===== src/hw/rtl/bats_pkg.sv =====
// ----------------------------------------------------------------------------
// bats_pkg
// shared types and constants of the bilinear texture sampler
// ----------------------------------------------------------------------------
package bats_pkg;

  // field widths
  localparam int SIZE_W  = 7;   // texture size and stride registers
  localparam int WADDR_W = 12;  // write address field
  localparam int COORD_W = 17;  // q1.16 coordinate field
  localparam int FRAC_W  = 16;  // fraction bits of a coordinate
  localparam int SCL_W   = 23;  // coordinate times (size - 1)
  localparam int WGT_W   = 8;   // blend weight
  localparam int TEXEL_W = 32;
  localparam int RAW_W   = 14;  // unreduced texel address, row * stride + col

  localparam logic [COORD_W-1:0] COORD_ONE = COORD_W'(65536);
  localparam logic [TEXEL_W-1:0] LANE_MASK = 32'h00FF00FF;
  localparam logic [WGT_W-1:0]   WGT_SCALE = 8'd255;

  // configuration register indexes
  localparam int CFG_IDX_W = 2;
  localparam logic [CFG_IDX_W-1:0] CFG_TEX_WIDTH  = 2'd0;
  localparam logic [CFG_IDX_W-1:0] CFG_TEX_HEIGHT = 2'd1;
  localparam logic [CFG_IDX_W-1:0] CFG_ROW_STRIDE = 2'd2;
  localparam logic [CFG_IDX_W-1:0] CFG_TRANSPOSED = 2'd3;

  localparam logic [SIZE_W-1:0] TEX_WIDTH_RST  = 7'd64;
  localparam logic [SIZE_W-1:0] TEX_HEIGHT_RST = 7'd64;
  localparam logic [SIZE_W-1:0] ROW_STRIDE_RST = 7'd64;

  // input action codes
  localparam logic ACT_WRITE  = 1'b0;
  localparam logic ACT_SAMPLE = 1'b1;

  // corner of the 2x2 footprint, fetched in this order
  localparam logic [1:0] CRN_TL = 2'd0;  // row0, col0
  localparam logic [1:0] CRN_TR = 2'd1;  // row0, col1
  localparam logic [1:0] CRN_BL = 2'd2;  // row1, col0
  localparam logic [1:0] CRN_BR = 2'd3;  // row1, col1

  // tag that travels with an address through the reduction pipe
  typedef struct packed {
    logic       is_write;
    logic [1:0] corner;
  } bats_tag_t;

  typedef struct packed {
    logic             valid;
    bats_tag_t        tag;
    logic [RAW_W-1:0] raw;
  } bats_areq_t;

  typedef struct packed {
    logic      valid;
    bats_tag_t tag;
  } bats_ares_t;

  // texel returning from the memory
  typedef struct packed {
    logic       valid;
    logic [1:0] corner;
  } bats_texin_t;

endpackage


===== src/hw/rtl/bats_blend.sv =====
// ----------------------------------------------------------------------------
// bats_blend
// packed two-lane lerps over the four corner texels
// ----------------------------------------------------------------------------
module bats_blend
  import bats_pkg::*;
(
  input  logic               clk,
  input  logic               rst_n,
  input  bats_texin_t        tin,
  input  logic [TEXEL_W-1:0] texel,
  input  logic [WGT_W-1:0]   wu,
  input  logic [WGT_W-1:0]   wv,
  output logic               pix_valid,
  output logic [TEXEL_W-1:0] pixel
);

  function automatic logic [TEXEL_W-1:0] lerp(input logic [TEXEL_W-1:0] a,
                                               input logic [TEXEL_W-1:0] b,
                                               input logic [WGT_W-1:0]   w);
    logic [TEXEL_W-1:0] rb;
    logic [TEXEL_W-1:0] ga;
    logic [TEXEL_W-1:0] drb;
    logic [TEXEL_W-1:0] dga;
    logic [TEXEL_W-1:0] prb;
    logic [TEXEL_W-1:0] pga;
    rb  = a & LANE_MASK;
    ga  = (a >> 8) & LANE_MASK;
    drb = (b & LANE_MASK) - rb;
    dga = ((b >> 8) & LANE_MASK) - ga;
    // 32-bit wrapping products
    prb = drb * TEXEL_W'(w);
    pga = dga * TEXEL_W'(w);
    rb  = rb + (prb >> 8);
    ga  = ga + (pga >> 8);
    return (rb & LANE_MASK) | ((ga & LANE_MASK) << 8);
  endfunction

  logic [TEXEL_W-1:0] hold_r;
  logic [TEXEL_W-1:0] top_r;
  logic [TEXEL_W-1:0] bot_r;
  logic [TEXEL_W-1:0] pixel_r;
  logic               mix_r;
  logic               valid_r;

  always_ff @(posedge clk) begin
    if (!rst_n) begin
      mix_r   <= 1'b0;
      valid_r <= 1'b0;
    end else begin
      mix_r   <= tin.valid && (tin.corner == CRN_BR);
      valid_r <= mix_r;
    end
    if (tin.valid) begin
      unique case (tin.corner)
        CRN_TL, CRN_BL: hold_r <= texel;
        CRN_TR:         top_r  <= lerp(hold_r, texel, wu);
        CRN_BR:         bot_r  <= lerp(hold_r, texel, wu);
        default:        hold_r <= texel;
      endcase
    end
    if (mix_r) begin
      pixel_r <= lerp(top_r, bot_r, wv);
    end
  end

  assign pix_valid = valid_r;
  assign pixel     = pixel_r;

endmodule


===== config.mk =====
export PLATFORM = sky130hd
export DESIGN_NAME = bats_blend
export DESIGN_NICKNAME = d
export VERILOG_FILES = /design/src/hw/rtl/bats_pkg.sv /design/src/hw/rtl/bats_blend.sv
export SDC_FILE = /design/constraint.sdc
export NUM_CORES = 2
export LEC_CHECK = 0
export BUFFER_PORTS_ARGS = -buffer_cell sky130_fd_sc_hd__buf_2
export CAP_MARGIN = 20
export CELL_PAD_IN_SITES_DETAIL_PLACEMENT = 1
export CELL_PAD_IN_SITES_GLOBAL_PLACEMENT = 1
export CORE_AREA = 4 4 329 395
export CTS_CLUSTER_DIAMETER = 150
export DETAILED_ROUTE_END_ITERATION = 8
export DIE_AREA = 0 0 333 399
export PLACE_DENSITY = 0.6
export RECOVER_POWER = 50
export SLEW_MARGIN = 10
export SYNTH_ARGS = -nofsm -noshare
export SYNTH_HDL_FRONTEND = slang
export SYNTH_SLANG_ARGS = --single-unit

===== constraint.sdc =====
create_clock -name clk -period 28.8 [get_ports clk]
set_input_delay 5.76 -clock clk [delete_from_list [all_inputs] [get_ports clk]]
set_output_delay 5.76 -clock clk [all_outputs]
set_load 0.005 [all_outputs]

# --- Word-level counts from Yosys, hierarchy flattened ---
# Cells that the tools add are included.
totals:
  register_bits: 130
  input_bits: 53
  output_inout_bits: 33
  wordCells: 29
classes:
  addsub: 8
  n_mul: 4
  eq_ne: 3
  bitwise_logic: 2
  reduce_logical: 6
op_table:
  columns: ["op", "count"]
  rows:
  - ["subtractor 24 x 24 -> 25 bit", 4]
  - ["adder 24 bit", 4]
  - ["multiplier 25 x 9 -> 32 bit", 2]
  - ["multiplier 32 x 8 -> 32 bit", 2]
  - ["bitwise OR 24 x 32 -> 32 bit", 2]
  - ["AND reduction 2 bit", 3]
  - ["== test 2 bit, second input constant", 2]
  - ["== test 2 x 1 -> 1 bit, second input constant", 1]
  - ["logical NOT 2 bit", 1]
  - ["OR reduction 2 bit", 1]
  - ["logical AND 1 bit", 1]

# --- Longest topological paths before layout ---
depth:
  ltp_word: 4
  ltp_mapped: 40

# --- Least setup slack after synthesis ---
# No wires, ideal clock.
synth_timing:
  kind: "input to register"
  start: "in texel[0]"
  end: "reg bot_r[23] (data pin)"
  setup_ns: 0.271
  t_arrival_ns: 13.526
  setup_slack_ns: 15.003
  path_stages: 36
  n_path_buf: 0
  path_cell_list: "inv_1 -> ha_1 -> fa_1 -> nand2b_1 -> a21boi_0 -> o21ai_0 -> a21oi_1 -> o41ai_1 -> o21ai_0 -> nor3_1 -> a2bb2oi_1 -> nand2_1 -> fa_1 -> inv_1 -> fa_1 -> fa_1 -> inv_1 -> fa_1 -> inv_1 -> ha_1 -> a21o_1 -> a41oi_1 -> a21bo_2 -> a21o_1 -> a21oi_1 -> nor2b_1 -> nor2_1 -> xnor2_1 -> ha_1 -> and3_1 -> o211ai_1 -> nor4_1 -> o41ai_1 -> o21ai_1 -> xnor2_1 -> xnor3_1"
synth_via:
  elab_chain_len: 4
synth_lines:
  columns: ["item", "line_no", "rtl"]
  rows:
  - ["start, declared", "bats_blend.sv:11", "input logic [TEXEL_W-1:0] texel,"]
  - ["subtractor 24 x 24 -> 25 bit", "bats_blend.sv:29", "drb = (b & LANE_MASK) - rb;"]
  - ["multiplier 25 x 9 -> 32 bit", "bats_blend.sv:32", "prb = drb * TEXEL_W'(w);"]
  - ["adder 24 bit", "bats_blend.sv:34", "rb = rb + (prb >> 8);"]
  - ["bitwise OR 24 x 32 -> 32 bit", "bats_blend.sv:36", "return (rb & LANE_MASK) | ((ga & LANE_MASK) << 8);"]
  - ["end signal, assigned", "bats_blend.sv:58", "CRN_BR: bot_r <= lerp(hold_r, texel, wu);"]
  - ["end, declared", "bats_blend.sv:41", "logic [TEXEL_W-1:0] bot_r;"]
# No other way between the ends.
# A chain may end at the register's enable or synchronous reset.

# --- Final worst setup path ---
layout_timing:
  start: "in texel[2]"
  end: "reg bot_r[23] (data pin)"
# The elaborated chain is that of the path after synthesis.

==> impl_results.rst <==
.. list-table::
   :header-rows: 1

   * - Metric
     - Value
   * - Final routed DRC violation total
     - 0
   * - Number of top-level design ports
     - 86
   * - Worst skew pair latency
     - ~0.50 ns
   * - Number of library cell types mapped by synthesis
     - 92
   * - Die boundary width
     - 333 um
   * - Setup-violating endpoint count in the final report
     - 0
   * - Per-cell via count in the routed design
     - 4.61
   * - Async set-reset flop share out of synthesis
     - 0
   * - Root Buffer Master
     - sky130_fd_sc_hd__clkbuf_16
   * - Met1 layer usage reported by global route
     - 0.187
   * - Layout filler cell count
     - 14900
   * - Cells taking the most area after synthesis
     - sky130_fd_sc_hd__fa_1 (35%), sky130_fd_sc_hd__ha_1 (12%), sky130_fd_sc_hd__edfxtp_1 (11%)
   * - Floorplan die height
     - 399 um
   * - Drt initial violations
     - 802
   * - Placed wire-length estimate
     - 79400 um
   * - First-pass GRT wire length
     - 160000 um
   * - Mapped Area
     - 35100 sq um
   * - Pin count of the biggest net entering global routing
     - 51
   * - Worst-Margin Slew
     - 2.77 ns
   * - Post-synthesis mux area share
     - 0.00457
   * - Post-synthesis instance total
     - a little under 4000
   * - Layout Skew
     - 0.0180 ns
   * - Die ar.
     - 133000 sq um
   * - Final estimated routing congestion in global placement
     - 0.813
   * - Total global routing overflow
     - 0
   * - Highest clock rate
     - ~68 MHz
   * - Core area
     - 126000 sq um
   * - Largest family of logic cells by synthesized area
     - adder cells
   * - Number of nets in the final layout
     - 4919
   * - Number of setup buffers added after CTS
     - 0
   * - Number of cells upsized or downsized after cts
     - 0
   * - Run status
     - complete, but fails checks
   * - FF/Latch Area
     - 3880 sq um
   * - Post-synthesis share of cell area spent on xor and xnor gates
     - 0.0435
   * - Share of layout cells above drive strength 1
     - 0.0369
   * - Post-CTS Hold Buffers
     - 0
   * - Kind of end point of the critical path
     - flip-flop
   * - Total number of yosys warnings
     - 0
   * - Global router's overall resource usage
     - 0.151
   * - Synth Register Bits
     - 130
   * - Endpoint required time on the critical path
     - 29.03 ns
   * - Clock slew seen by the registers of the worst setup and hold paths
     - 0.07 ns
   * - Hold Crit Class
     - reg2reg
   * - Total nets after synthesis
     - between 4000 and 5000
   * - Arrival @ worst endpoint
     - about 15 ns
   * - Busiest layer in global routing
     - met2
   * - Final-report max-slew violation count
     - 134
   * - Fin crit period
     - 14.77 ns
   * - Number of endpoints with negative hold slack in the final report
     - 0
   * - Simple-gate share of the synthesized area
     - 0.169
   * - Most instantiated library cell after synthesis
     - sky130_fd_sc_hd__inv_1
   * - Setup crit start kind
     - primary input
   * - Post-route ant nets
     - 0
   * - Fraction of met2 tracks used by global routing
     - 0.277
   * - Footprint of the multi-input gates
     - around 27000 sq um
   * - Dominant synthesized flop cell
     - sky130_fd_sc_hd__edfxtp_1
   * - Fin Setup TNS
     - 0 ns
   * - Total wire length after detailed routing
     - 97200 um
   * - Compound-cell area share of the yosys netlist
     - 0.0938
   * - Layout overhead on the synthesized area
     - 8.17%
   * - Cell type of the slowest stage on the worst timing path
     - sky130_fd_sc_hd__o41ai_1
   * - Antenna violations before repair
     - 12
   * - TritonCTS clock tree
     - built
   * - Vias in the first global route
     - 29400
   * - Avg Synthesized Cell Area
     - between 8 and 9 sq um
   * - Library cell with the largest summed area after synthesis
     - sky130_fd_sc_hd__fa_1
   * - Setup Crit Path Kind
     - in2reg
   * - Post-synth top area share
     - 0.351
   * - Num rows
     - 143
   * - Max-capacitance violation count
     - 4
   * - Adder and majority gate portion of the synthesized area
     - 0.472
   * - TritonRoute pass-1 iters
     - 4
   * - Number of clock sinks
     - 130
   * - Failing checks
     - capacitance limit, slew limit
   * - Clock buffers created by TritonCTS
     - 17
   * - Worst path max stage delay
     - 0.66 ns
   * - Met3 GRT Util
     - 0.0180
   * - Clock H-tree levels
     - 4
   * - Buffer levels on the longest clock path
     - 2
   * - Detailed-route via count
     - 25800
   * - Unrepaired setup endpoints after global routing
     - false
   * - Most frequent cells after synthesis
     - sky130_fd_sc_hd__inv_1 (868), sky130_fd_sc_hd__fa_1 (614), sky130_fd_sc_hd__nand2_1 (358)
   * - Initial Utilization
     - 0.278
   * - Max-Slew Margin vs Limit
     - -0.844
   * - Routed wire per std cell
     - 17.4 um
   * - Highest fanout seen on the critical path
     - 8
   * - Buffers added on ports
     - 85
   * - Number of synthesized flops with an enable pin
     - 128
   * - Part of the Yosys area used for sequential elements
     - 0.111
   * - Cell with the most instances on the worst path
     - sky130_fd_sc_hd__fa_1
   * - Post-route fraction of the period consumed by the critical path
     - 0.513
worst paths after layout:
path         startpoint         to  slack, ns  depth (start not counted)
min            top_r[8]   pixel[8]       0.69                          1
max reg2reg    top_r[1]  pixel[23]      18.37                         32
min reg2reg    top_r[8]   pixel[8]       0.69                          1
max            texel[2]  bot_r[23]      14.03                         35
cell families after synthesis:
logic type	count (synthesis)
adders and majority gates	954
buffers and inverters	987
xor gates and xnor gates	171
DFF	130
AOI/OAI and AO/OA	493
and+or+nand+nor	1148
muxes	15
cell usage in the layout (no fill, tap or decap), types with 6 or more instances in the layout:
cell                          n
sky130_fd_sc_hd__a31oi_1     15
sky130_fd_sc_hd__a211oi_1    26
sky130_fd_sc_hd__a21oi_1    133
sky130_fd_sc_hd__edfxtp_1   128
sky130_fd_sc_hd__buf_4       27
sky130_fd_sc_hd__a21boi_0    14
sky130_fd_sc_hd__and3_1      31
sky130_fd_sc_hd__nand2_1    358
sky130_fd_sc_hd__o21ai_1      7
sky130_fd_sc_hd__buf_2       52
sky130_fd_sc_hd__a2111oi_0    6
sky130_fd_sc_hd__mux2i_1      7
sky130_fd_sc_hd__and2_1     355
sky130_fd_sc_hd__xnor2_1    133
sky130_fd_sc_hd__fa_1       614
sky130_fd_sc_hd__nor3_1      45
sky130_fd_sc_hd__o211ai_1    16
sky130_fd_sc_hd__o21bai_1    19
sky130_fd_sc_hd__or3_1       11
sky130_fd_sc_hd__o21a_1      27
sky130_fd_sc_hd__xor2_1      36
sky130_fd_sc_hd__nand3_1     47
sky130_fd_sc_hd__a21o_1      60
sky130_fd_sc_hd__mux2_2       8
sky130_fd_sc_hd__nor2b_1     76
sky130_fd_sc_hd__clkbuf_16   17
sky130_fd_sc_hd__nand4_1      9
sky130_fd_sc_hd__nor2_1     124
sky130_fd_sc_hd__clkbuf_1    37
sky130_fd_sc_hd__ha_1       339
sky130_fd_sc_hd__inv_1      868
sky130_fd_sc_hd__o21ai_0     91
sky130_fd_sc_hd__clkinv_4     6
sky130_fd_sc_hd__nand2b_1    53
per-layer routing:
layer	routed length [um]	share of wire	up-vias
met5	47	0.00048	-
met4	2060	0.021	6
met3	2000	0.021	76
li1	-	-	12200
met1	43200	0.44	13300
met2	49900	0.51	223
through the flow:
| stage | hold slack [ns] | cell area (sq um) | setup slack (ns) | std cells | utilization |
|---|---|---|---|---|---|
| 6_report | 0.692 | 37900 | 14.03 | 5598 | 0.300 |
| 5_1_grt | 0.687 | 37900 | 13.41 | 5595 | 0.300 |
| 4_1_cts | 0.701 | 38000 | 14.09 | 5592 | 0.300 |
| 3_5_place_dp | 0.673 | 37300 | 13.59 | 5560 | 0.296 |
| 3_3_place_gp | 0.633 | 37300 | 13.70 | 5560 | 0.296 |
| 2_1_floorplan | 0.557 | 35100 | 15.00 | 3898 | - |
layout make-up:
class                   count  share of cell area
multi-input cells        2781               0.724
clock inverters            14             0.00478
clock buffers              18              0.0113
flip-flops and latches    130               0.102
diodes                      5            0.000330
repair buffers            115              0.0158
well taps                1667              0.0550
inverters                 868              0.0859
worst max-delay path: cells and delay by family:
kind / cells / cell delay (ns)
XOR/XNOR: 3 / 0.73
adder cells (fa/ha/maj): 7 / 3.04
AND/OR/NAND/NOR: 7 / 1.04
AO/OA/AOI/OAI: 14 / 3.94
buffers and inverters: 4 / 0.47
flip-flops by register name, summed over array words and instances (netlist names):
register	cells
top_r	32
bot_r	32
hold_r	32
mix_r	1
pix_valid	1
pixel	32
Power is not shown: default switching activity piles up to over one toggle a cycle in this logic, so the estimate is an artifact.
