==> src/hw/rtl/bats_pkg.sv <==
// ----------------------------------------------------------------------------
// bats_pkg
// shared types and constants of the bilinear texture sampler
// ----------------------------------------------------------------------------
package bats_pkg;

  // field widths
  localparam int SIZE_W  = 7;   // texture size and stride registers
  localparam int WADDR_W = 12;  // write address field
  localparam int COORD_W = 17;  // q1.16 coordinate field
  localparam int FRAC_W  = 16;  // fraction bits of a coordinate
  localparam int SCL_W   = 23;  // coordinate times (size - 1)
  localparam int WGT_W   = 8;   // blend weight
  localparam int TEXEL_W = 32;
  localparam int RAW_W   = 14;  // unreduced texel address, row * stride + col

  localparam logic [COORD_W-1:0] COORD_ONE = COORD_W'(65536);
  localparam logic [TEXEL_W-1:0] LANE_MASK = 32'h00FF00FF;
  localparam logic [WGT_W-1:0]   WGT_SCALE = 8'd255;

  // configuration register indexes
  localparam int CFG_IDX_W = 2;
  localparam logic [CFG_IDX_W-1:0] CFG_TEX_WIDTH  = 2'd0;
  localparam logic [CFG_IDX_W-1:0] CFG_TEX_HEIGHT = 2'd1;
  localparam logic [CFG_IDX_W-1:0] CFG_ROW_STRIDE = 2'd2;
  localparam logic [CFG_IDX_W-1:0] CFG_TRANSPOSED = 2'd3;

  localparam logic [SIZE_W-1:0] TEX_WIDTH_RST  = 7'd64;
  localparam logic [SIZE_W-1:0] TEX_HEIGHT_RST = 7'd64;
  localparam logic [SIZE_W-1:0] ROW_STRIDE_RST = 7'd64;

  // input action codes
  localparam logic ACT_WRITE  = 1'b0;
  localparam logic ACT_SAMPLE = 1'b1;

  // corner of the 2x2 footprint, fetched in this order
  localparam logic [1:0] CRN_TL = 2'd0;  // row0, col0
  localparam logic [1:0] CRN_TR = 2'd1;  // row0, col1
  localparam logic [1:0] CRN_BL = 2'd2;  // row1, col0
  localparam logic [1:0] CRN_BR = 2'd3;  // row1, col1

  // tag that travels with an address through the reduction pipe
  typedef struct packed {
    logic       is_write;
    logic [1:0] corner;
  } bats_tag_t;

  typedef struct packed {
    logic             valid;
    bats_tag_t        tag;
    logic [RAW_W-1:0] raw;
  } bats_areq_t;

  typedef struct packed {
    logic      valid;
    bats_tag_t tag;
  } bats_ares_t;

  // texel returning from the memory
  typedef struct packed {
    logic       valid;
    logic [1:0] corner;
  } bats_texin_t;

endpackage

==> src/hw/rtl/bats_addr_unit.sv <==
// ----------------------------------------------------------------------------
// bats_addr_unit
// reduces a raw texel address modulo the memory depth, three stages
// ----------------------------------------------------------------------------
module bats_addr_unit
  import bats_pkg::*;
#(
  parameter int DEPTH = 4096,
  localparam int AW = $clog2(DEPTH)
) (
  input  logic          clk,
  input  logic          rst_n,
  input  bats_areq_t    req,
  output bats_ares_t    rsp,
  output logic [AW-1:0] addr
);

  // quotient by reciprocal, exact for every raw value below 2**RAW_W
  localparam int SH = RAW_W + AW;
  localparam int MW = RAW_W + 2;
  localparam logic [63:0] RECIP_FULL = ((64'd1 << SH) + 64'(DEPTH) - 64'd1) / 64'(DEPTH);
  localparam logic [MW-1:0] RECIP = MW'(RECIP_FULL);
  localparam int PW = RAW_W + MW;
  localparam int DW = RAW_W + AW + 1;

  logic             v0_r, v1_r, v2_r;
  bats_tag_t        tag0_r, tag1_r, tag2_r;
  logic [RAW_W-1:0] raw0_r, raw1_r;
  logic [RAW_W-1:0] q1_r;
  logic [AW-1:0]    addr2_r;

  logic [PW-1:0] prod;
  logic [DW-1:0] qd;
  logic [DW-1:0] rem;

  assign prod = PW'(raw0_r) * PW'(RECIP);
  assign qd   = DW'(q1_r) * DW'(DEPTH);
  assign rem  = DW'(raw1_r) - qd;

  always_ff @(posedge clk) begin
    if (!rst_n) begin
      v0_r <= 1'b0;
      v1_r <= 1'b0;
      v2_r <= 1'b0;
    end else begin
      v0_r <= req.valid;
      v1_r <= v0_r;
      v2_r <= v1_r;
    end
    tag0_r  <= req.tag;
    raw0_r  <= req.raw;
    tag1_r  <= tag0_r;
    raw1_r  <= raw0_r;
    q1_r    <= RAW_W'(prod >> SH);
    tag2_r  <= tag1_r;
    addr2_r <= rem[AW-1:0];
  end

  assign rsp.valid = v2_r;
  assign rsp.tag   = tag2_r;
  assign addr      = addr2_r;

endmodule

==> config.mk <==
export PLATFORM = sky130hd
export DESIGN_NAME = bats_addr_unit
export DESIGN_NICKNAME = d
export VERILOG_FILES = /design/src/hw/rtl/bats_pkg.sv /design/src/hw/rtl/bats_addr_unit.sv
export SDC_FILE = /design/constraint.sdc
export NUM_CORES = 1
export LEC_CHECK = 0
export ABC_AREA = 1
export BUFFER_PORTS_ARGS = -buffer_cell sky130_fd_sc_hd__buf_2
export CAP_MARGIN = 10
export CORE_ASPECT_RATIO = 0.7
export CORE_UTILIZATION = 44
export DETAILED_ROUTE_END_ITERATION = 10
export PLACE_DENSITY = 0.78
export SLEW_MARGIN = 30
export SYNTH_ARGS = -nofsm -noshare
export SYNTH_HDL_FRONTEND = slang
export SYNTH_SLANG_ARGS = --single-unit
==> constraint.sdc <==
create_clock -name clk -period 0.8 [get_ports clk]
set_input_delay 0.12 -clock clk [delete_from_list [all_inputs] [get_ports clk]]
set_output_delay 0.12 -clock clk [all_outputs]
set_load 0.02 [all_outputs]
-- After elaboration in Yosys (flattened, before gate mapping)
Index checks and enable logic that the tools add are counted.
- flip-flop bits (word level): 48
- bits in latches: 0
- bits in writable memories: 0
- bits in read-only memories: 0
- input port bits: 20
- output and inout port bits: 16
- word-level logic and storage cells: 13
- memories kept: 0
- $add $sub $neg: 1
- multipliers: 0
- div/mod/pow operators: 0
- $lt $le $gt $ge: 0
- equal/unequal tests: 0
- shift operators: 0
- muxes and demuxes: 0
- bitwise operators: 0
- reductions and logical operators: 0
- operators by type and width (operator ; count):
    12-bit by 1-bit subtractor with 12-bit output, second input constant ; 1

-- Depth between registers and ports, before layout
Gate-level depths: netlist (run 1).
- depth in word-level cells: 1
- gate-level depth with buffers: 2
- gate-level depth less buffers: 2

-- Worst setup path after synthesis (run 1)
OpenSTA, ideal clock, no wires.
- path type: register to output
- start point: reg v2_r
- end point: out rsp[3] in the netlist's numbering
- data arrival time: 0.416 ns
- required time: 0.680 ns
- slack: 0.264 ns
- cell stages (with the launch flop): 2
- path buffers: 1
- cell sequence: dfxtp_1 buf_4
- RTL lines (element ; RTL line ; text):
    start, declared ; bats_addr_unit.sv:26 ; logic v0_r, v1_r, v2_r;
    start signal, assigned ; bats_addr_unit.sv:48 ; v2_r <= v1_r;
    end, declared ; bats_addr_unit.sv:14 ; output bats_ares_t rsp,
No word-level cell between the ends.

-- Worst setup path after layout (run 1)
- start point: reg addr2_r[10], in the netlist addr[10]
- end point: out addr[10]
- RTL lines (element ; RTL line ; text):
    start, declared ; bats_addr_unit.sv:30 ; logic [AW-1:0] addr2_r;
    start signal, assigned ; bats_addr_unit.sv:56 ; addr2_r <= rem[AW-1:0];
    end, declared ; bats_addr_unit.sv:15 ; output logic [AW-1:0] addr
No word-level cell between the ends.

==> summary.txt, run 1 <==
met2 WL = 665 um
Yosys reg bits = 48
fmax = 1.08 GHz
total track usage = 0.127
DR iter-0 viols = 7
Syn Nets = 75
Nets = 131
WL final = 1260 um
Setup violations, final = 16
Post-Syn Area = 991 um^2
crit path capture type = output pin
commonest non-fill, non-tap cells in the layout = dfxtp_1 (32), dlygate4sd3_1 (17), buf_2 (17)
Rel. slew slack = 0.924
max-slew violations = 0
largest net degree at the start of global routing = 14
Synth cell types = 4
Yosys top cell area share = 0.970
synthesis warning total = 0
CTS Sinks = 48
failing checks = negative setup slack
outcome = finished with violations
slowest library cell on the worst path = dfxtp_2
initial antenna violation count = 0
routed len/inst = 8.94 um
H-tree levels = 2
total chip power = 0.00376 W
Final Util = 0.767
skew final = 5.41 ps
RSZ-0062 raised after global routing = yes
drc violations = 0
XOR/XNOR Fraction of Synth Area = 0
core area = 1980 um^2
IO buf count = 33
starting density of the core = 0.499
syn_area_per_cell = 18.0 um^2
maximum fanout along the worst path = 1
Peak VDD IR = 0.00159 V
DRT met1 WL = 473 um
Worst EP required = 680 ps
met3 WL = 85 um
DRT Pass-1 Iters = 2
remaining antenna violation count = 0
largest family of logic cells by synthesized area = buffers and inverters
root buffer cell = clkbuf_4
worst-skew pair later-pin latency = 330 ps
CP bufs+invs = 1
CP cell instances = buf_6
slowest stage delay, CP = 340 ps
GPL Wtd Cong = 0.588
cts bufs inserted = 5
postcts setup bufs = 0
vias in the first global route = 509
setup TNS = -1740 ps
fill count = 141
total of max-cap violations = 0
Synth Area in Simple Gates = 0.0114
dominant cell type by area after synthesis = dfxtp_1
slew at the pin with the worst max-slew slack = 114 ps
top cell family by delay on the critical path = flip-flops
CP Data Arrival Time = 800 ps
die area = 2450 um^2
Area Overhead vs Synth = 53.7%
sequential share of the synthesized area = 0.970
hold depth = 0
top sig layer = met4
global route overflow = 0
vias per cell = 3.74
IO Count = 36
post-synthesis adder-cell area fraction = 0
layout cells sized above 1 = 0.495
first-pass GRT wire length = 2080 um
reg2reg path depth = 2
min Tclk post-route = 922 ps
num rows = 13
critical path depth = 1
Period Utilization, post-route = 1.15
dpl hpwl = 710 um
Pwr Density = 2470 nW/um^2
post-synthesis mux area share = 0
leak pwr = 0.699 nW
CTS tree = built
commonest non-fill, non-tap cell in the layout = dfxtp_1
Worst Path Class, Setup = register to output pin
diode count = 0
setup ws final = -122 ps
via count = 527
clock-pin slew on the worst setup and hold paths = 110 ps
die height = 41.7 um
worst min-delay path class = register to register
Longest Clk Path Bufs = 2
final hold vios = 0
compound-gate portion of the synthesized area = 0
synthesized instance count = 55
chip width = 58.7 um
Startpoint Class = register
Area contributors post-synth = dfxtp_1 (97%), inv_1 (1.1%), nand2_1 (1.1%), buf_4 (0.76%)
[per-stage QoR]
stage,area (um^2),setup slack (ps),std cells,hold slack [ps]
after detailed placement,1190,235,117,224
after floorplan,991,264,55,148
final,1520,-122,141,333
after CTS,1520,-136,141,334
after global routing,1520,-167,141,337
after global placement,1190,240,117,222
[area by class of cell]
class	count	area (um^2)	share of cell area
flip-flops and latches	48	981	0.644
well taps	30	37.5	0.0247
clock buffers	6	41.3	0.0271
clock inverters	1	5.00	0.00329
repair buffers	50	435	0.286
inverters	3	11.3	0.00740
multi-input cells	3	11.3	0.00740
[what timing repair did]
action	in CTS	in global routing
hold endpoints to repair	18	0
gates resized for setup	48	0
endpoints found under the setup margin	16	16
gates cloned	0	0
hold buffers	17	0
pin swaps	0	0
[per-layer routing]
layer  vias to the layer above  GRT usage
met3                         6     0.0654
met1                       224      0.122
li1                        275          -
met4                         0      0.100
met2                        22      0.202
met5                         -          0
[kinds of logic (layout without fill, tap and decap cells)]
| family | Yosys count | after routing |
|---|---|---|
| simple gates | 3 | 3 |
| flops | 48 | 48 |
| buf+inv | 4 | 60 |
[synthesized netlist by cell type]
cell type / count
buf_4: 1
dfxtp_1: 48
inv_1: 3
nand2_1: 3
[power by group]
part	leakage [nW]	switching, W	internal [W]
clock network	0.0281	0.000625	0.000325
logic	0.266	0.0000895	0.000159
registers	0.405	0.0000349	0.00252
total	0.699	0.000749	0.00301
[sequential cells by signal, indices dropped and copies added (netlist names)]
signal,flops
v1_r,1
raw1_r,12
tag0_r,3
addr,12
rsp,3
tag1_r,3
raw0_r,12
v0_r,1
v2_r,1
[worst paths after layout]
kind                   from        to  slack, ps
setup / recovery   addr[10]  addr[10]       -120
hold / removal    raw1_r[3]   addr[3]        330
setup reg to reg       v1_r      v2_r        310
hold reg to reg   raw1_r[3]   addr[3]        330
No activity file was read; power rests on OpenSTA's default activity.
==> run 2, diff against run 1 <==
--- a/config.mk
+++ b/config.mk
@@ -5,8 +5,8 @@
 export SDC_FILE = /design/constraint.sdc
 export NUM_CORES = 1
 export LEC_CHECK = 0
-export ABC_AREA = 1
-export BUFFER_PORTS_ARGS = -buffer_cell sky130_fd_sc_hd__buf_2
+export ABC_CLOCK_PERIOD_IN_PS = 800
+export BUFFER_PORTS_ARGS = -buffer_cell sky130_fd_sc_hd__buf_4
 export CAP_MARGIN = 10
 export CORE_ASPECT_RATIO = 0.7
 export CORE_UTILIZATION = 44
==> summary.txt, run 2 <==
outcome = finished with violations
failing checks = negative setup slack
commonest non-fill, non-tap cell in the layout = dfxtp_1
WL final = 1330 um (+5.7%)
maximum fanout along the worst path = 1 (unchanged)
vias per cell = 3.80 (+1.6%)
starting density of the core = 0.497 (-0.00189)
diode count = 0 (unchanged)
num rows = 13 (unchanged)
Worst EP required = 680 ps (about the same)
Pwr Density = 2500 nW/um^2 (+1.5%)
remaining antenna violation count = 0 (unchanged)
layout cells sized above 1 = 0.519 (+0.0230)
final hold vios = 0 (unchanged)
Post-Syn Area = 987 um^2 (-0.38%)
root buffer cell = clkbuf_4
vias in the first global route = 509 (unchanged)
Yosys reg bits = 48 (unchanged)
commonest non-fill, non-tap cells in the layout = dfxtp_1 (32), dlygate4sd3_1 (17), buf_4 (17)
Most used DFF post-synth = dfxtp_1
setup TNS = -1720 ps (+23.1 ps)
Inst Count DP = 114 (-2.6%)
chip width = 58.6 um (-0.18%)
skew final = 5.58 ps (+0.171 ps)
Hold Slack = 330 ps (-3.51 ps)
IO buf count = 33 (unchanged)
largest net degree at the start of global routing = 14 (unchanged)
Worst Path Class, Setup = register to output pin
max-slew violations = 0 (unchanged)
GPL Wtd Cong = 0.578 (-1.6%)
synthesized instance count = 52 (-5.5%)
initial antenna violation count = 0 (unchanged)
core area = 1980 um^2 (unchanged)
postcts setup bufs = 0 (unchanged)
setup ws final = -124 ps (-1.58 ps)
Nets = 128 (-2.3%)
CTS tree = built
Startpoint Class = register
Area contributors post-synth = dfxtp_1 (97%), and2_1 (1.9%), buf_4 (0.76%)
crit path capture type = output pin
non-filler cells, final = 138 (-2.1%)
Yosys top cell area share = 0.973 (+0.00369)
top cell family by delay on the critical path = flip-flops
cell with the most instances after synthesis = dfxtp_1
Synth cell types = 3 (-1)
first-pass GRT wire length = 2140 um (+3.0%)
cts bufs inserted = 5 (unchanged)
via count = 524 (-0.57%)
CP Data Arrival Time = 800 ps (about the same)
die area = 2440 um^2 (-0.36%)
DRT Pass-1 Iters = 2 (unchanged)
FFs w/ async S/R, synth = 0 (unchanged)
Area Overhead vs Synth = 60.1%
CP cell instances = buf_6
Post-synth EDFFs = 0 (unchanged)
min Tclk post-route = 924 ps (+1.58 ps)
Commonest cells post-synth = dfxtp_1 (48), and2_1 (3), buf_4 (1)
worst min-delay path class = register to register
Longest Clk Path Bufs = 2 (unchanged)
Syn Nets = 72 (-4.0%)
slowest stage delay, CP = 340 ps (about the same)
Peak VDD IR = 0.00173 V (+8.7%)
leak pwr = 0.700 nW (+0.25%)
global route overflow = 0 (unchanged)
routed len/inst = 9.65 um (+8.0%)
total of max-cap violations = 0 (unchanged)
synthesis warning total = 0 (unchanged)
clock-pin slew on the worst setup and hold paths = 120 ps (about the same)
total chip power = 0.00396 W (+5.4%)
Rel. slew slack = 0.922 (-0.00167)
dominant cell type by area after synthesis = dfxtp_1
die height = 41.6 um (-0.18%)
DR iter-0 viols = 1 (-6)
Finished Cell Area = 1580 um^2 (+3.8%)
slowest library cell on the worst path = dfxtp_2
Period Utilization, post-route = 1.15 (+0.00197)
drc violations = 0 (unchanged)
IO Count = 36 (unchanged)
sequential share of the synthesized area = 0.973 (+0.00369)
Setup violations, final = 16 (unchanged)
slew at the pin with the worst max-slew slack = 116 ps (+2.50 ps)
total track usage = 0.133 (+0.00619)
Placed Area = 1260 um^2 (+6.6%)
CP bufs+invs = 1 (unchanged)
RSZ-0062 raised after global routing = yes
CTS Sinks = 48 (unchanged)
syn_area_per_cell = 19.0 um^2 (+5.4%)
fmax = 1.08 GHz (-0.17%)
worst-skew pair later-pin latency = 340 ps (about the same)
H-tree levels = 2 (unchanged)
[run 2: final cells by class]
class / count / area (um^2)
Sequential cell: 48 / 981
Timing Repair Buffer: 50 / 478
Fill cell: 120 / 404
Clock buffer: 7 / 65.1
Tap cell: 30 / 37.5
Multi-Input combinational cell: 3 / 18.8
[run 2: cells by family (layout without fill, tap and decap cells)]
family	after synthesis	count (layout)	synth area share
and+or+nand+nor	3	3	0.0190
DFF	48	48	0.973
buffers and inverters	1	57	0.00761
[run 2: per-layer routing]
metal / track usage / up-vias / part of all wire
li1: - / 266 / -
met1: 0.129 / 224 / 0.41
met2: 0.209 / 28 / 0.47
met3: 0.0748 / 6 / 0.089
met4: 0.100 / 0 / 0.029
met5: 0 / - / 0
[run 2: path summary, 6_finish.rpt]
check,startpoint,to,slack [ps],cells after the start
worst max-delay path,v2_r,rsp[3],-120,1
worst min register to register,raw1_r[5],addr[5],330,0
worst max register to register,v1_r,v2_r,250,1
worst min-delay path,raw1_r[5],addr[5],330,0
[run 2: timing repair]
action,4_1_cts,5_1_grt
endpoints found under the setup margin,16,16
resized for setup,32,0
endpoints found under the hold margin,18,0
hold buffers,17,0
[run 2: stage by stage]
stage          worst slack (ps)  utilization
2_1_floorplan               264            -
3_3_place_gp                256        0.637
3_5_place_dp                250        0.637
4_1_cts                    -140        0.796
5_1_grt                    -158        0.796
6_report                   -124        0.796
[run 2: power by group]
part	switching (W)	internal [W]
Clock	0.000628	0.000499
Sequential	0.0000337	0.00252
Combinational	0.0000919	0.000183
==> run 3, diff against run 2 <==
--- a/config.mk
+++ b/config.mk
@@ -8,10 +8,14 @@
 export ABC_CLOCK_PERIOD_IN_PS = 800
 export BUFFER_PORTS_ARGS = -buffer_cell sky130_fd_sc_hd__buf_4
 export CAP_MARGIN = 10
+export CELL_PAD_IN_SITES_DETAIL_PLACEMENT = 1
+export CELL_PAD_IN_SITES_GLOBAL_PLACEMENT = 1
 export CORE_ASPECT_RATIO = 0.7
-export CORE_UTILIZATION = 44
+export CORE_UTILIZATION = 36
 export DETAILED_ROUTE_END_ITERATION = 10
+export GPL_TIMING_DRIVEN = 0
 export PLACE_DENSITY = 0.78
+export REMOVE_ABC_BUFFERS = 1
 export SLEW_MARGIN = 30
 export SYNTH_ARGS = -nofsm -noshare
 export SYNTH_HDL_FRONTEND = slang
==> summary.txt, run 3 (same netlist as run 2, synthesis figures left out) <==
diode count = 0 (unchanged)
Longest Clk Path Bufs = 2 (unchanged)
Placed Area = 1270 um^2 (+0.40%)
setup ws final = -46.1 ps (+77.4 ps)
total of max-cap violations = 0 (unchanged)
starting density of the core = 0.390 (-0.108)
chip width = 64.6 um (+10%)
CP bufs+invs = 1 (unchanged)
clock-pin slew on the worst setup and hold paths = 70 ps (-50 ps)
met3 WL = 139 um (+18%)
die area = 2960 um^2 (+21%)
worst-skew pair later-pin latency = 280 ps (-60 ps)
root buffer cell = clkbuf_8
outcome = finished with violations
Worst Path Class, Setup = register to output pin
num rows = 15 (+2)
slowest stage delay, CP = 320 ps (-20 ps)
total track usage = 0.111 (-0.0219)
maximum fanout along the worst path = 1 (unchanged)
commonest non-fill, non-tap cell in the layout = dfxtp_1
CTS tree = built
top cell family by delay on the critical path = flip-flops
global route overflow = 0 (unchanged)
failing checks = negative setup slack
CTS Sinks = 48 (unchanged)
met2 WL = 766 um (+22%)
H-tree levels = 2 (unchanged)
DRT met1 WL = 540 um (-0.74%)
Peak VDD IR = 0.00148 V (-14%)
CP Data Arrival Time = 730 ps (-70 ps)
total chip power = 0.00407 W (+2.8%)
Worst EP required = 680 ps (about the same)
layout cells sized above 1 = 0.519 (about the same)
skew final = 3.30 ps (-2.28 ps)
CP cell instances = buf_6
worst min-delay path class = input port to register
cts bufs inserted = 5 (unchanged)
final hold vios = 0 (unchanged)
IO Count = 36 (unchanged)
first-pass GRT wire length = 2150 um (+0.61%)
min Tclk post-route = 846 ps (-77.4 ps)
Period Utilization, post-route = 1.06 (-0.0968)
Inst Count DP = 118 (+3.5%)
vias per cell = 3.71 (-2.2%)
Rel. slew slack = 0.945 (+0.0222)
commonest non-fill, non-tap cells in the layout = dfxtp_1 (32), buf_4 (17), dfxtp_2 (16), buf_6 (16), dlygate4sd3_1 (15)
Finished Cell Area = 1580 um^2 (-0.16%)
DRT Pass-1 Iters = 2 (unchanged)
Hold Slack = 45.1 ps (-285 ps)
via count = 520 (-0.76%)
slew at the pin with the worst max-slew slack = 82.8 ps (-33.6 ps)
non-filler cells, final = 140 (+1.4%)
Area Overhead vs Synth = 59.8%
vias in the first global route = 514 (+0.98%)
routed len/inst = 10.3 um (+7.0%)
top sig layer = met3
initial antenna violation count = 0 (unchanged)
core area = 2530 um^2 (+28%)
remaining antenna violation count = 0 (unchanged)
largest net degree at the start of global routing = 14 (unchanged)
leak pwr = 0.696 nW (-0.67%)
RSZ-0062 raised after global routing = yes
IO buf count = 33 (unchanged)
GPL Wtd Cong = 0.555 (-4.0%)
drc violations = 0 (unchanged)
DR iter-0 viols = 21 (+20)
postcts setup bufs = 0 (unchanged)
Pwr Density = 2580 nW/um^2 (+3.0%)
Nets = 126 (-1.6%)
fill count = 238 (+98%)
slowest library cell on the worst path = dfxtp_2
Setup violations, final = 16 (unchanged)
fmax = 1.18 GHz (+9.2%)
Placement Setup Slack = 246 ps (-4.23 ps)
WL final = 1450 um (+8.6%)
max-slew violations = 0 (unchanged)
crit path capture type = output pin
die height = 45.8 um (+10%)
Startpoint Class = register
## run 3: changes by cell type in the layout (fill, tap and decap cells not counted), sizes merged
| cell | delta |
|---|---|
| clkbuf | -1 |
| dlygate4sd3 | -2 |
| clkinv | +1 |
## run 3: per-stage QoR
stage          utilization  setup TNS (ps)
2_1_floorplan            -               0
3_3_place_gp         0.501               0
3_5_place_dp         0.501               0
4_1_cts              0.623            -898
5_1_grt              0.623           -1120
6_report             0.623            -630
## run 3: timing repair
item | CTS | global route
endpoints found under the setup margin | 16 | 16
resized for setup | 32 | 0
hold buffers | 15 | 0
endpoints found under the hold margin | 15 | 0
## run 3: worst paths after layout
check,from,cells after the start,end,slack [ps]
hold / removal,req[17],2,v0_r,50
hold reg to reg,raw1_r[4],0,addr[4],330
setup / recovery,v2_r,1,rsp[3],-50
setup reg to reg,v1_r,1,v2_r,250
## run 3: metal layers
| layer | vias up | GRT usage |
|---|---|---|
| met5 | - | 0 |
| met4 | 0 | 0.0533 |
| met3 | 0 | 0.0725 |
| met2 | 28 | 0.198 |
| met1 | 231 | 0.101 |
| li1 | 261 | - |
## run 3: layout make-up
cell class                      instances  area, um^2  share of cell area
Multi-Input combinational cell          3        18.8              0.0119
Clock inverter                          1        5.00             0.00317
Tap cell                               34        42.5              0.0270
Clock buffer                            6        72.6              0.0460
Sequential cell                        48         981               0.622
Timing Repair Buffer                   48         458               0.290
## run 3: report_power, final
part | internal, W | switching [W]
Sequential | 0.00252 | 0.0000360
Clock | 0.000593 | 0.000651
Combinational | 0.000177 | 0.0000909
Total | 0.00329 | 0.000778
